--- src/rtl/assert_macros.svh ---
// ----------------------------------------------------------------------------
// Assertion macros
// Shared concurrent assertion wrappers, compiled out when SYNTH is defined.
// ----------------------------------------------------------------------------
`ifndef ASSERT_MACROS_SVH
`define ASSERT_MACROS_SVH

`ifndef SYNTH
// Same-cycle implication, checked on every rising edge outside reset.
`define PLE_ASSERT(lbl, ante, cons) \
    lbl: assert property (@(posedge aclk) disable iff (!aresetn) (ante) |-> (cons)) \
        else $error("assertion failed");
// Next-cycle implication.
`define PLE_ASSERT_NEXT(lbl, ante, cons) \
    lbl: assert property (@(posedge aclk) disable iff (!aresetn) (ante) |=> (cons)) \
        else $error("assertion failed");
`else
`define PLE_ASSERT(lbl, ante, cons)
`define PLE_ASSERT_NEXT(lbl, ante, cons)
`endif

`endif

--- src/rtl/ple_pkg.sv ---
// ----------------------------------------------------------------------------
// ple_pkg
// Command, status and cell operation codes of the positional list engine.
// ----------------------------------------------------------------------------
`timescale 1ns / 1ps

package ple_pkg;

    localparam logic [2:0] CMD_INS_FRONT = 3'd0;
    localparam logic [2:0] CMD_INS_END   = 3'd1;
    localparam logic [2:0] CMD_INS_POS   = 3'd2;
    localparam logic [2:0] CMD_DEL_FRONT = 3'd3;
    localparam logic [2:0] CMD_DEL_END   = 3'd4;
    localparam logic [2:0] CMD_DEL_POS   = 3'd5;
    localparam logic [2:0] CMD_SEARCH    = 3'd6;

    localparam logic [1:0] ST_OK     = 2'd0;
    localparam logic [1:0] ST_EMPTY  = 2'd1;
    localparam logic [1:0] ST_BADPOS = 2'd2;
    localparam logic [1:0] ST_FULL   = 2'd3;

    typedef logic [1:0] cell_op_t;

    localparam cell_op_t OP_HOLD = 2'd0;
    localparam cell_op_t OP_INS  = 2'd1;
    localparam cell_op_t OP_DEL  = 2'd2;

endpackage

--- src/rtl/ple_cell.sv ---
// ----------------------------------------------------------------------------
// ple_cell
// One list slot: holds, loads, or takes the word of a neighbor; compares key.
// ----------------------------------------------------------------------------
`timescale 1ns / 1ps

module ple_cell
    import ple_pkg::*;
#(
    parameter int IDX = 0,
    parameter int DW  = 32,
    parameter int CW  = 5
) (
    input  logic          aclk,
    input  cell_op_t      op,
    input  logic [CW-1:0] idx,
    input  logic [CW-1:0] count,
    input  logic [DW-1:0] din,
    input  logic [DW-1:0] key,
    input  logic [DW-1:0] left_q,
    input  logic [DW-1:0] right_q,
    output logic [DW-1:0] q,
    output logic          match,
    output logic [DW-1:0] pick
);

    localparam logic [CW-1:0] MY_IDX = CW'(IDX);

    logic [DW-1:0] val_reg;
    logic [DW-1:0] val_next;

    always_comb begin
        val_next = val_reg;
        unique case (op)
            OP_INS: begin
                // load at the insert slot, move everything behind it back
                if (idx == MY_IDX) begin
                    val_next = din;
                end else if (MY_IDX > idx) begin
                    val_next = left_q;
                end
            end
            OP_DEL: begin
                // close the gap from the removed slot on
                if (MY_IDX >= idx) begin
                    val_next = right_q;
                end
            end
            default: begin
                val_next = val_reg;
            end
        endcase
    end

    always_ff @(posedge aclk) begin
        val_reg <= val_next;
    end

    assign q     = val_reg;
    assign match = (MY_IDX < count) && (val_reg == key);
    assign pick  = (idx == MY_IDX) ? val_reg : '0;

endmodule

--- src/rtl/positional_list_engine.sv ---
// ----------------------------------------------------------------------------
// positional_list_engine
// Ordered list of signed words with positional insert, delete and search.
// ----------------------------------------------------------------------------
`timescale 1ns / 1ps
`include "assert_macros.svh"

// The list lives in a row of DEPTH cells, front at cell 0. Every command word
// is finished in the cycle it is accepted: all cells shift, hold or load in
// parallel and compare against the key in parallel, so the block takes one
// command word per clock and shows its result word in the cycle after
// acceptance. The only thing that slows input is the output register: a new
// command is taken whenever the result register is empty or being drained.
// Stored words keep the low DATA_WIDTH bits of item_value; removed_value is
// zero-extended from those bits. No clearing pass runs after reset; only the
// entry count and the result valid flag are cleared.

module positional_list_engine
    import ple_pkg::*;
#(
    parameter int DEPTH      = 16,
    parameter int DATA_WIDTH = 32
) (
    input  logic        aclk,
    input  logic        aresetn,
    input  logic        s_tvalid,
    output logic        s_tready,
    // [2:0] cmd, [34:3] item_value, [42:35] position, [47:43] zero
    input  logic [47:0] s_tdata,
    output logic        m_tvalid,
    input  logic        m_tready,
    // [1:0] status, [33:2] removed_value, [34] found, [39:35] entry_count
    output logic [39:0] m_tdata
);

    localparam int CW = $clog2(DEPTH + 1);
    localparam int PW = (CW > 8) ? CW : 8;
    localparam int DW = DATA_WIDTH;
    localparam logic [CW-1:0] FULL_COUNT = CW'(DEPTH);
    localparam logic [4:0]    FULL_LO    = 5'(DEPTH);

    // input word fields
    logic [2:0]  cmd;
    logic [31:0] item_value;
    logic [7:0]  position;

    assign cmd        = s_tdata[2:0];
    assign item_value = s_tdata[34:3];
    assign position   = s_tdata[42:35];

    logic accept;
    assign accept = s_tvalid && s_tready;

    // list length
    logic [CW-1:0] count_reg;
    logic [CW-1:0] count_next;

    // result register
    logic        m_tvalid_reg;
    logic        m_tvalid_next;
    logic [1:0]  status_reg;
    logic [31:0] removed_reg;
    logic        found_reg;
    logic [4:0]  entry_reg;

    // command decode
    cell_op_t      op;
    logic [CW-1:0] idx;
    logic [1:0]    status;
    logic          is_search;

    logic [PW-1:0] pos_ext;
    logic [PW-1:0] pos_m1;
    logic [PW-1:0] count_ext;
    logic [CW-1:0] ins_idx;
    logic          empty;
    logic          full;

    logic [63:0]   val64;
    logic [DW-1:0] key;

    // cell row wiring
    logic [DW-1:0] cell_q    [DEPTH];
    logic [DW-1:0] cell_pick [DEPTH];
    logic [DEPTH-1:0] cell_match;
    logic [DW-1:0] picked;
    logic          any_match;

    logic [63:0]   rem64;
    logic [31:0]   removed;
    logic          found;
    logic [31:0]   cnt32;

    assign val64 = {32'b0, item_value};
    assign key   = val64[DW-1:0];

    assign empty     = (count_reg == '0);
    assign full      = (count_reg == FULL_COUNT);
    assign pos_ext   = PW'(position);
    assign pos_m1    = pos_ext - PW'(1);
    assign count_ext = PW'(count_reg);
    // past the end appends
    assign ins_idx   = (pos_m1 > count_ext) ? count_reg : pos_m1[CW-1:0];

    always_comb begin
        op        = OP_HOLD;
        idx       = '0;
        status    = ST_OK;
        is_search = 1'b0;
        unique case (cmd)
            CMD_INS_FRONT: begin
                if (full) begin
                    status = ST_FULL;
                end else begin
                    op = OP_INS;
                end
            end
            CMD_INS_END: begin
                idx = count_reg;
                if (full) begin
                    status = ST_FULL;
                end else begin
                    op = OP_INS;
                end
            end
            CMD_INS_POS: begin
                idx = ins_idx;
                // position check comes before the full check
                if (position == 8'd0 || empty) begin
                    status = ST_BADPOS;
                end else if (full) begin
                    status = ST_FULL;
                end else begin
                    op = OP_INS;
                end
            end
            CMD_DEL_FRONT: begin
                if (empty) begin
                    status = ST_EMPTY;
                end else begin
                    op = OP_DEL;
                end
            end
            CMD_DEL_END: begin
                idx = count_reg - CW'(1);
                if (empty) begin
                    status = ST_EMPTY;
                end else begin
                    op = OP_DEL;
                end
            end
            CMD_DEL_POS: begin
                idx = pos_m1[CW-1:0];
                if (empty) begin
                    status = ST_EMPTY;
                end else if (position == 8'd0 || pos_m1 >= count_ext) begin
                    status = ST_BADPOS;
                end else begin
                    op = OP_DEL;
                end
            end
            CMD_SEARCH: begin
                if (empty) begin
                    status = ST_EMPTY;
                end else begin
                    is_search = 1'b1;
                end
            end
            default: begin
                op = OP_HOLD;
            end
        endcase
        // cells move only on an accepted word
        if (!accept) begin
            op = OP_HOLD;
        end
    end

    // row of cells; each takes from its left neighbor on insert and its
    // right neighbor on delete
    for (genvar i = 0; i < DEPTH; i++) begin : g_cell
        logic [DW-1:0] left_q;
        logic [DW-1:0] right_q;

        if (i == 0) begin : g_first
            assign left_q = '0;
        end else begin : g_left
            assign left_q = cell_q[i-1];
        end

        if (i == DEPTH - 1) begin : g_last
            assign right_q = '0;
        end else begin : g_right
            assign right_q = cell_q[i+1];
        end

        ple_cell #(
            .IDX (i),
            .DW  (DW),
            .CW  (CW)
        ) u_cell (
            .aclk    (aclk),
            .op      (op),
            .idx     (idx),
            .count   (count_reg),
            .din     (key),
            .key     (key),
            .left_q  (left_q),
            .right_q (right_q),
            .q       (cell_q[i]),
            .match   (cell_match[i]),
            .pick    (cell_pick[i])
        );
    end

    // one-hot AND-OR gather of the slot being removed
    always_comb begin
        picked = '0;
        for (int k = 0; k < DEPTH; k++) begin
            picked = picked | cell_pick[k];
        end
    end

    assign any_match = |cell_match;

    always_comb begin
        rem64         = '0;
        rem64[DW-1:0] = picked;
    end

    assign removed = (op == OP_DEL) ? rem64[31:0] : 32'd0;
    assign found   = is_search && any_match;

    always_comb begin
        unique case (op)
            OP_INS:  count_next = count_reg + CW'(1);
            OP_DEL:  count_next = count_reg - CW'(1);
            default: count_next = count_reg;
        endcase
    end

    assign cnt32 = 32'(count_next);

    // hold the result until taken; accept the next word as it drains,
    // and take nothing while reset is held
    assign s_tready = aresetn && (!m_tvalid_reg || m_tready);

    always_comb begin
        m_tvalid_next = m_tvalid_reg;
        if (accept) begin
            m_tvalid_next = 1'b1;
        end else if (m_tready) begin
            m_tvalid_next = 1'b0;
        end
    end

    always_ff @(posedge aclk) begin
        if (!aresetn) begin
            count_reg    <= '0;
            m_tvalid_reg <= 1'b0;
        end else begin
            count_reg    <= count_next;
            m_tvalid_reg <= m_tvalid_next;
        end
    end

    always_ff @(posedge aclk) begin
        if (accept) begin
            status_reg  <= status;
            removed_reg <= removed;
            found_reg   <= found;
            entry_reg   <= cnt32[4:0];
        end
    end

    assign m_tvalid = m_tvalid_reg;
    assign m_tdata  = {entry_reg, found_reg, removed_reg, status_reg};

    // checks
    `PLE_ASSERT(a_count_bound, 1'b1, count_reg <= FULL_COUNT)
    `PLE_ASSERT_NEXT(a_ins_grows, op == OP_INS, count_reg == $past(count_reg) + CW'(1))
    `PLE_ASSERT(a_full_count, m_tvalid_reg && status_reg == ST_FULL, entry_reg == FULL_LO)
    `PLE_ASSERT(a_found_ok, m_tvalid_reg && found_reg, status_reg == ST_OK)
    `PLE_ASSERT(a_removed_ok, m_tvalid_reg && removed_reg != 32'd0, status_reg == ST_OK)

endmodule

--- config.mk ---
export PLATFORM = sky130hd
export DESIGN_NAME = positional_list_engine
export DESIGN_NICKNAME = d
export VERILOG_FILES = /design/src/rtl/ple_pkg.sv /design/src/rtl/ple_cell.sv /design/src/rtl/positional_list_engine.sv
export VERILOG_INCLUDE_DIRS = /design/src /design/src/rtl
export SDC_FILE = /design/constraint.sdc
export NUM_CORES = 2
export LEC_CHECK = 0
export BUFFER_PORTS_ARGS = -buffer_cell sky130_fd_sc_hd__buf_2
export CORE_ASPECT_RATIO = 0.75
export CORE_UTILIZATION = 50
export DETAILED_ROUTE_END_ITERATION = 8
export PLACE_DENSITY = 0.76
export SYNTH_ARGS = -nofsm -noshare
export SYNTH_HDL_FRONTEND = slang
export SYNTH_SLANG_ARGS = --single-unit
--- constraint.sdc ---
create_clock -name aclk -period 14.38 [get_ports aclk]
set_input_delay 2.876 -clock aclk [delete_from_list [all_inputs] [get_ports aclk]]
set_output_delay 2.876 -clock aclk [all_outputs]
set_load 0.03 [all_outputs]
Word-level counts from Yosys, hierarchy flattened
Cells that the tools add are included.
{"block": "op_classes", "muxes": 100, "n_eq_ne": 72, "bitwise_logic": 15, "n_lt_le_gt_ge": 50, "add_sub_neg": 3, "n_reduce_logical": 49}
{"op": "$mux W32", "count": 64}
{"op": "$pmux W32 S2", "count": 16}
{"op": "$eq A32 B32 Y1", "count": 16}
{"op": "$or A32 B32 Y32", "count": 15}
{"op": "$ne A3 B1 Y1 const B", "count": 16}
{"op": "$reduce_and A3 Y1", "count": 16}
{"op": "$eq A5 B4 Y1 const B", "count": 8}
{"op": "$ge A4 B5 Y1 const A", "count": 8}
{"op": "$gt A4 B5 Y1 const A", "count": 8}
{"op": "$lt A4 B5 Y1 const A", "count": 8}
{"op": "$ne A2 B1 Y1 const B", "count": 16}
{"op": "$eq A5 B3 Y1 const B", "count": 4}
{"op": "$ge A3 B5 Y1 const A", "count": 4}
{"op": "$gt A3 B5 Y1 const A", "count": 4}
{"op": "$lt A3 B5 Y1 const A", "count": 4}
{"op": "$pmux W5 S4", "count": 1}
{"op": "$logic_and A1 B1 Y1", "count": 19}
{"op": "$mux W2", "count": 9}
{"op": "$pmux W2 S4", "count": 2}
{"op": "$reduce_or A16 Y1", "count": 1}
{"op": "$eq A5 B2 Y1 const B", "count": 2}
{"op": "$ge A1 B5 Y1 const A", "count": 2}
{"op": "$ge A2 B5 Y1 const A", "count": 2}
{"op": "$gt A1 B5 Y1 const A", "count": 2}
{"op": "other kinds (26)", "count": 42}
{"block": "word_totals", "wordCells": 311, "reg_bits": 558, "out_inout_bits": 42}

Depth between registers and ports, before layout
{"block": "depth", "ltp_word": 21, "depth_mapped": 19, "mapped_depth_nobuf": 18}

Cells and area by module
Synthesis repeated with hierarchy kept, for this count alone.
{"block": "unflattened", "cells_unflattened": 3956, "hier_area_um2": 39910.8}
{"mod": "ple_cell at g_cell[15].u_cell ...", "area_each_um2": 2250.9, "cells_per_inst": 223, "seq_area_each_um2": 960.9, "n_inst": 2}
{"mod": "positional_list_engine", "area_each_um2": 3500.9, "cells_per_inst": 369, "seq_area_each_um2": 1321.3, "n_inst": 1}
{"mod": "ple_cell at g_cell[14].u_cell", "area_each_um2": 2313.5, "cells_per_inst": 225, "seq_area_each_um2": 960.9, "n_inst": 1}
{"mod": "ple_cell at g_cell[11].u_cell", "area_each_um2": 2308.5, "cells_per_inst": 223, "seq_area_each_um2": 960.9, "n_inst": 1}
{"mod": "ple_cell at g_cell[0].u_cell", "area_each_um2": 2302.2, "cells_per_inst": 223, "seq_area_each_um2": 960.9, "n_inst": 1}
{"mod": "ple_cell at g_cell[12].u_cell", "area_each_um2": 2301.0, "cells_per_inst": 226, "seq_area_each_um2": 960.9, "n_inst": 1}
{"mod": "ple_cell at g_cell[9].u_cell", "area_each_um2": 2299.7, "cells_per_inst": 226, "seq_area_each_um2": 960.9, "n_inst": 1}
{"mod": "ple_cell at g_cell[6].u_cell", "area_each_um2": 2298.5, "cells_per_inst": 225, "seq_area_each_um2": 960.9, "n_inst": 1}
{"mod": "ple_cell at g_cell[5].u_cell", "area_each_um2": 2296.0, "cells_per_inst": 224, "seq_area_each_um2": 960.9, "n_inst": 1}
{"mod": "ple_cell at g_cell[10].u_cell", "area_each_um2": 2285.9, "cells_per_inst": 224, "seq_area_each_um2": 960.9, "n_inst": 1}
{"mod": "ple_cell at g_cell[2].u_cell", "area_each_um2": 2273.4, "cells_per_inst": 223, "seq_area_each_um2": 960.9, "n_inst": 1}
{"mod": "ple_cell at g_cell[13].u_cell", "area_each_um2": 2258.4, "cells_per_inst": 223, "seq_area_each_um2": 960.9, "n_inst": 1}
{"mod": "ple_cell at g_cell[1].u_cell", "area_each_um2": 2255.9, "cells_per_inst": 226, "seq_area_each_um2": 960.9, "n_inst": 1}
{"mod": "ple_cell at g_cell[8].u_cell", "area_each_um2": 2244.7, "cells_per_inst": 224, "seq_area_each_um2": 960.9, "n_inst": 1}
{"mod": "2 more rows"}

Least setup slack after synthesis
Ideal clock, no wire load.
{"block": "synth_path", "path_type": "input -> register", "from": "in s_tdata[35]", "to": "reg g_cell[10].u_cell.val_reg[0], enable pin", "setup_slack_ns": 6.256, "setup_ns": 0.441, "t_arrival_ns": 7.684, "cell_stages": 16, "required_time_ns": 13.939, "path_cell_list": "inv_1 > ha_1 > nor3b_1 > xor2_1 > ha_1 > a31o_2 > a31o_2 > a41o_1 > or2_1 > buf_4 > buf_2 > nor2_1 > buf_4 > buf_4 > nand2_1 > a31oi_1"}
{"block": "synth_between", "elab_chain_len": 10, "elab_cells_between_ends": 22, "cone_classes": "add/sub: 1; order compare: 4; eq/ne: 5; mux: 7; reduce/logical: 5"}
{"item": "start: declaration", "line": "positional_list_engine.sv:29", "text": "input logic [47:0] s_tdata,"}
{"item": "$sub A8 B1 Y8", "line": "positional_list_engine.sv:100", "text": "assign pos_m1 = pos_ext - PW'(1);"}
{"item": "$ge A8 B5 Y1", "line": "positional_list_engine.sv:156", "text": "end else if (position == 8'd0 || pos_m1 >= count_ext) begin"}
{"item": "$logic_or A1 B1 Y1", "line": "positional_list_engine.sv:156"}
{"item": "$mux W2", "line": "positional_list_engine.sv:156"}
{"item": "$mux W2", "line": "positional_list_engine.sv:154", "text": "if (empty) begin"}
{"item": "$pmux W2 S4", "line": "positional_list_engine.sv:110", "text": "unique case (cmd)"}
{"item": "$mux W2", "line": "positional_list_engine.sv:174", "text": "if (!accept) begin"}
{"item": "$eq A2 B1 Y1 or $eq A2 B2 Y1 (tied branches)", "line": "ple_cell.sv:34", "text": "unique case (op)"}
{"item": "$ne A3 B1 Y1 (no line), or another cell as far along"}
{"item": "$reduce_and A3 Y1 (no line) *"}
{"item": "end signal: assignment", "line": "ple_cell.sv:56", "text": "val_reg <= val_next;"}
{"item": "end: declaration", "line": "ple_cell.sv:29", "text": "logic [DW-1:0] val_reg;"}
Every way passes the cells marked *; elsewhere a longest branch is shown, timed or not.
A chain may end at the register's enable or synchronous reset.

Final worst setup path
{"block": "layout_path", "from": "in s_tdata[35]", "to": "reg removed_reg[28], data pin"}
{"block": "layout_between", "elab_chain_len": 21, "elab_cells_between_ends": 61, "cone_classes": "add/sub: 1; order compare: 2; eq/ne: 16; mux: 23; bitwise: 15; reduce/logical: 4"}
{"item": "$sub A8 B1 Y8", "line": "positional_list_engine.sv:100"}
{"item": "$gt A8 B5 Y1", "line": "positional_list_engine.sv:103", "text": "assign ins_idx = (pos_m1 > count_ext) ? count_reg : pos_m1[CW-1:0];"}
{"item": "$mux W5", "line": "positional_list_engine.sv:103"}
{"item": "$pmux W5 S4", "line": "positional_list_engine.sv:110"}
{"item": "$eq A5 B1 Y1 or $logic_not A5 Y1 (tied branches)", "line": "ple_cell.sv:61", "text": "assign pick = (idx == MY_IDX) ? val_reg : '0;"}
{"item": "$mux W32", "line": "ple_cell.sv:61"}
{"item": "$or A32 B32 Y32 (15 in a row)", "line": "positional_list_engine.sv:220", "text": "picked = picked | cell_pick[k];"}
{"item": "end signal: assignment", "line": "positional_list_engine.sv:270", "text": "removed_reg <= removed;"}
{"item": "end: declaration", "line": "positional_list_engine.sv:62", "text": "logic [31:0] removed_reg;"}
Parallel ways exist; a longest one is shown, timed or not.

==> impl_results.md <==
- DR iter-0 viols: ~6600
- Simple-Gate Fraction of Synth Area: 0.126
- Ys flop type: edfxtp_1
- Async S/R FF share, synth: 0
- Status: complete, but fails checks
- R2R setup slack: about 7.4 ns
- Post-Syn Area: just under 40000 sq um
- Worst Setup End Kind: flop
- Die X: about 320 um
- Crit path depth: 15
- Slew @ Worst Pin: between 1.5 and 2 ns
- Die area: 78200 sq um
- Gr ovfl total: 0
- Final net count: 3871
- Req. time, crit path: roughly 15 ns
- Die Span Y: 242 um
- Synth Register Bits: roughly 560
- CP peak stage delay: 1.27 ns
- Port Buf Inserts: about 90
- Worst-path fanout max: 17
- Clock sinks: approximately 560
- Largest net degree at the start of global routing: around 260
- TNS Setup: 0 ns
- Adder-cell area share of the yosys netlist: 0.00390
- Crit path to: removed_reg[28]
- Synthesized area per cell: ~9.8 sq um
- Reg2reg path depth: 12
- Synth Area in Compound Gates: 0.131
- Pwr dens: roughly 94 nW/um^2
- I/O pins: 94
- Max cap viols: 2
- Synth warn: 0
- Num CTS Buffers: 57
- Largest family of logic cells by synthesized area: multiplexers
- Wire length of the first global-routing pass: approximately 220000 um
- Max-slew headroom: -0.0468
- Final hold vios: 0
- Final total power: 3.87 mW
- Multiplexer area fraction after synthesis: 0.139
- Pins Over Slew Limit: 4
- # setup viols final: 0
- Vias in the first global route: 29500
- RSZ-0062 raised after global routing: no
- Final worst path period need: just under 9 ns
- Area growth from synthesis to layout: 6.96%
- Critical path, cell by cell: buf_2 > inv_1 > ha_1 > nor3b_1 > xor2_1 > ha_1 > a31o_2 > a31o_2 > a211oi_1 > or2_1 > buf_4 > nand2_1 > nor3_1 > a2111oi_0 > a31oi_1
- CP arrival: 9.25 ns
- Most common cell after layout, fill and taps aside: nand2_1
- Worst-case clock buffer depth: 3
- Drt wl/cell: between 30 and 40 um
- CTS Hold Bufs: 0
- Leak: 13.1 nW
- DRC errors left: 0
- Failing checks: max-capacitance violations, max-slew violations
- Post-CTS sizing: 0
- Max Fclk: about 110 MHz
- Xor and xnor fraction of the mapped netlist area: 0.118
- Gpl congestion: 1.08
- Synth Instances: between 3000 and 4000
- Seq/Total Area, Yosys: 0.433
- Peak VDD IR: 90.2 uV
- Clock H-tree levels: 2
- GR Util All Layers: 0.380
- Initial Utilization: 0.509
- Critical path class: in -> reg
- Vias: around 33000
- Max reg flops: between 500 and 600
- Clock-pin slew on the worst setup and hold paths: 0.06 ns
- Fill count: approximately 6700
- CTS tree: done
- Drt pass-1 iters: 9
- Min-delay worst type: reg -> reg
- Share of layout cells above drive strength 1: 0.0865
- Finished Core Util: 0.544
- Detailed-placement wirelength estimate: approximately 110000 um
- Slowest-stage cell, CP: nor3_1
- Routed wire length: about 150000 um
- Routed Antenna Nets: 0
- Latest clock arrival within the worst-skew pair: 0.68 ns
- # rows: 87
- Crit path launch type: input pin
- Post-synth EDFFs: roughly 550
- CTS Root Cell: clkbuf_16
- Reg-to-Reg Start: count_reg[2]
- Synth unique cells: just under 80
- Post-CTS Repair Setup Buffers: 0
- Layout Skew: about 0.026 ns
- Reg-to-reg critical path endpoint: removed_reg[28]
- Vias/cell: 6.84
- Period utilization: 0.621
- Mapped Nets: approximately 4000
- Crit-path leading delay family: compound AO/OA/AOI/OAI gates
- Crit path launch: s_tdata[35]
- Most frequent cells in the layout: 710 x nand2_1, 552 x edfxtp_1, 520 x mux2i_1, 360 x o21ai_0, 267 x xor2_1
- Buf/Inv on CP: 3
- Area of the core: around 76000 sq um
- Initial antenna violation count: 11
[per-stage QoR]
step                instances  hold slack [ns]  setup WS, ns  area (sq um)
CTS                      4873            0.504          6.17         41200
floorplan                3942            0.525          6.26         38500
global route             4874            0.532          5.59         41200
detailed placement       4771            0.497          5.52         39500
finish                   4878            0.494          5.45         41200
global placement         4771            0.480          5.53         39500
[metal layers]
layer	global-route usage	wire length (um)	vias up
li1	-	-	14000
met1	0.534	57800	16000
met2	0.478	57600	2956
met3	0.220	31900	344
met4	0.115	5430	12
met5	0	84	-
[final cells by class]
| type | count | area (sq um) | share of cell area |
|---|---|---|---|
| antenna | 5 | 12.5 | 0.000304 |
| clock buffer | 77 | 1580 | 0.0384 |
| clock inverter | 25 | 150 | 0.00364 |
| inverter | 27 | 101 | 0.00246 |
| multi-input combinational | 2976 | 20200 | 0.490 |
| sequential | 558 | 16700 | 0.405 |
| tap | 1023 | 1280 | 0.0311 |
| timing repair buffer | 187 | 1210 | 0.0293 |
[cells in the mapped netlist, types with 9 or more instances]
cell       number  area share
a2111oi_0      13      0.0030
a21oi_1       103       0.013
a221oi_1       23      0.0052
a22o_1         30      0.0068
a22oi_1        15      0.0029
a31oi_1        27      0.0044
a32oi_1        24      0.0055
and3_1         16      0.0026
buf_1          28      0.0027
buf_2          55      0.0071
buf_4          52       0.010
buf_6          15      0.0044
clkbuf_1      231       0.023
edfxtp_1      552        0.43
ha_1           12      0.0039
inv_1          27      0.0026
mux2_2         12      0.0035
mux2i_1       520        0.14
nand2_1       712       0.069
nand3_1        73      0.0095
nand4_1        79       0.013
nor2_1         45      0.0044
nor3_1         18      0.0023
nor4_1         83       0.013
nor4_4          9      0.0050
o211ai_1       10      0.0019
o21ai_0       360       0.047
o21ai_1       131       0.017
o22ai_1        24      0.0039
o2bb2ai_1      21      0.0048
xnor2_1       250       0.057
xor2_1        267       0.061
[logic make-up (layout without fill, tap and decap cells)]
| logic type | after synthesis | in the layout |
|---|---|---|
| AO/OA/AOI/OAI | 845 | 845 |
| XOR/XNOR | 517 | 517 |
| adder cells (fa/ha/maj) | 12 | 12 |
| buffers and inverters | 408 | 316 |
| flip-flops | 558 | 558 |
| multiplexers | 532 | 532 |
| other | 0 | 5 |
| AND/OR/NAND/NOR | 1070 | 1070 |
[worst register-to-register path: cells and delay by family (launching register included)]
family          cells  cell delay, ns
flops               1            0.79
fa+ha+maj           1            0.42
compound gates      5            2.50
simple gates        4            2.12
buf+inv             2            0.86
[worst min path at each step]
stage	from	to	slack [ns]	cells after the start
CTS	m_tvalid	m_tvalid	0.50	2
global placement	m_tvalid	m_tvalid	0.48	2
detailed placement	m_tvalid	m_tvalid	0.50	2
global route	m_tvalid	m_tvalid	0.53	2
floorplan	g_cell[13].u_cell.q[7]	g_cell[12].u_cell.q[7]	0.53	2
finish	m_tvalid	m_tvalid	0.49	2
[where the power goes]
part | total (mW) | internal (mW) | switching [mW]
sequential | 1.85 | 1.81 | 0.0365
combinational | 0.542 | 0.158 | 0.383
clock | 1.48 | 0.784 | 0.692
Power figures use the tool's default switching activity.
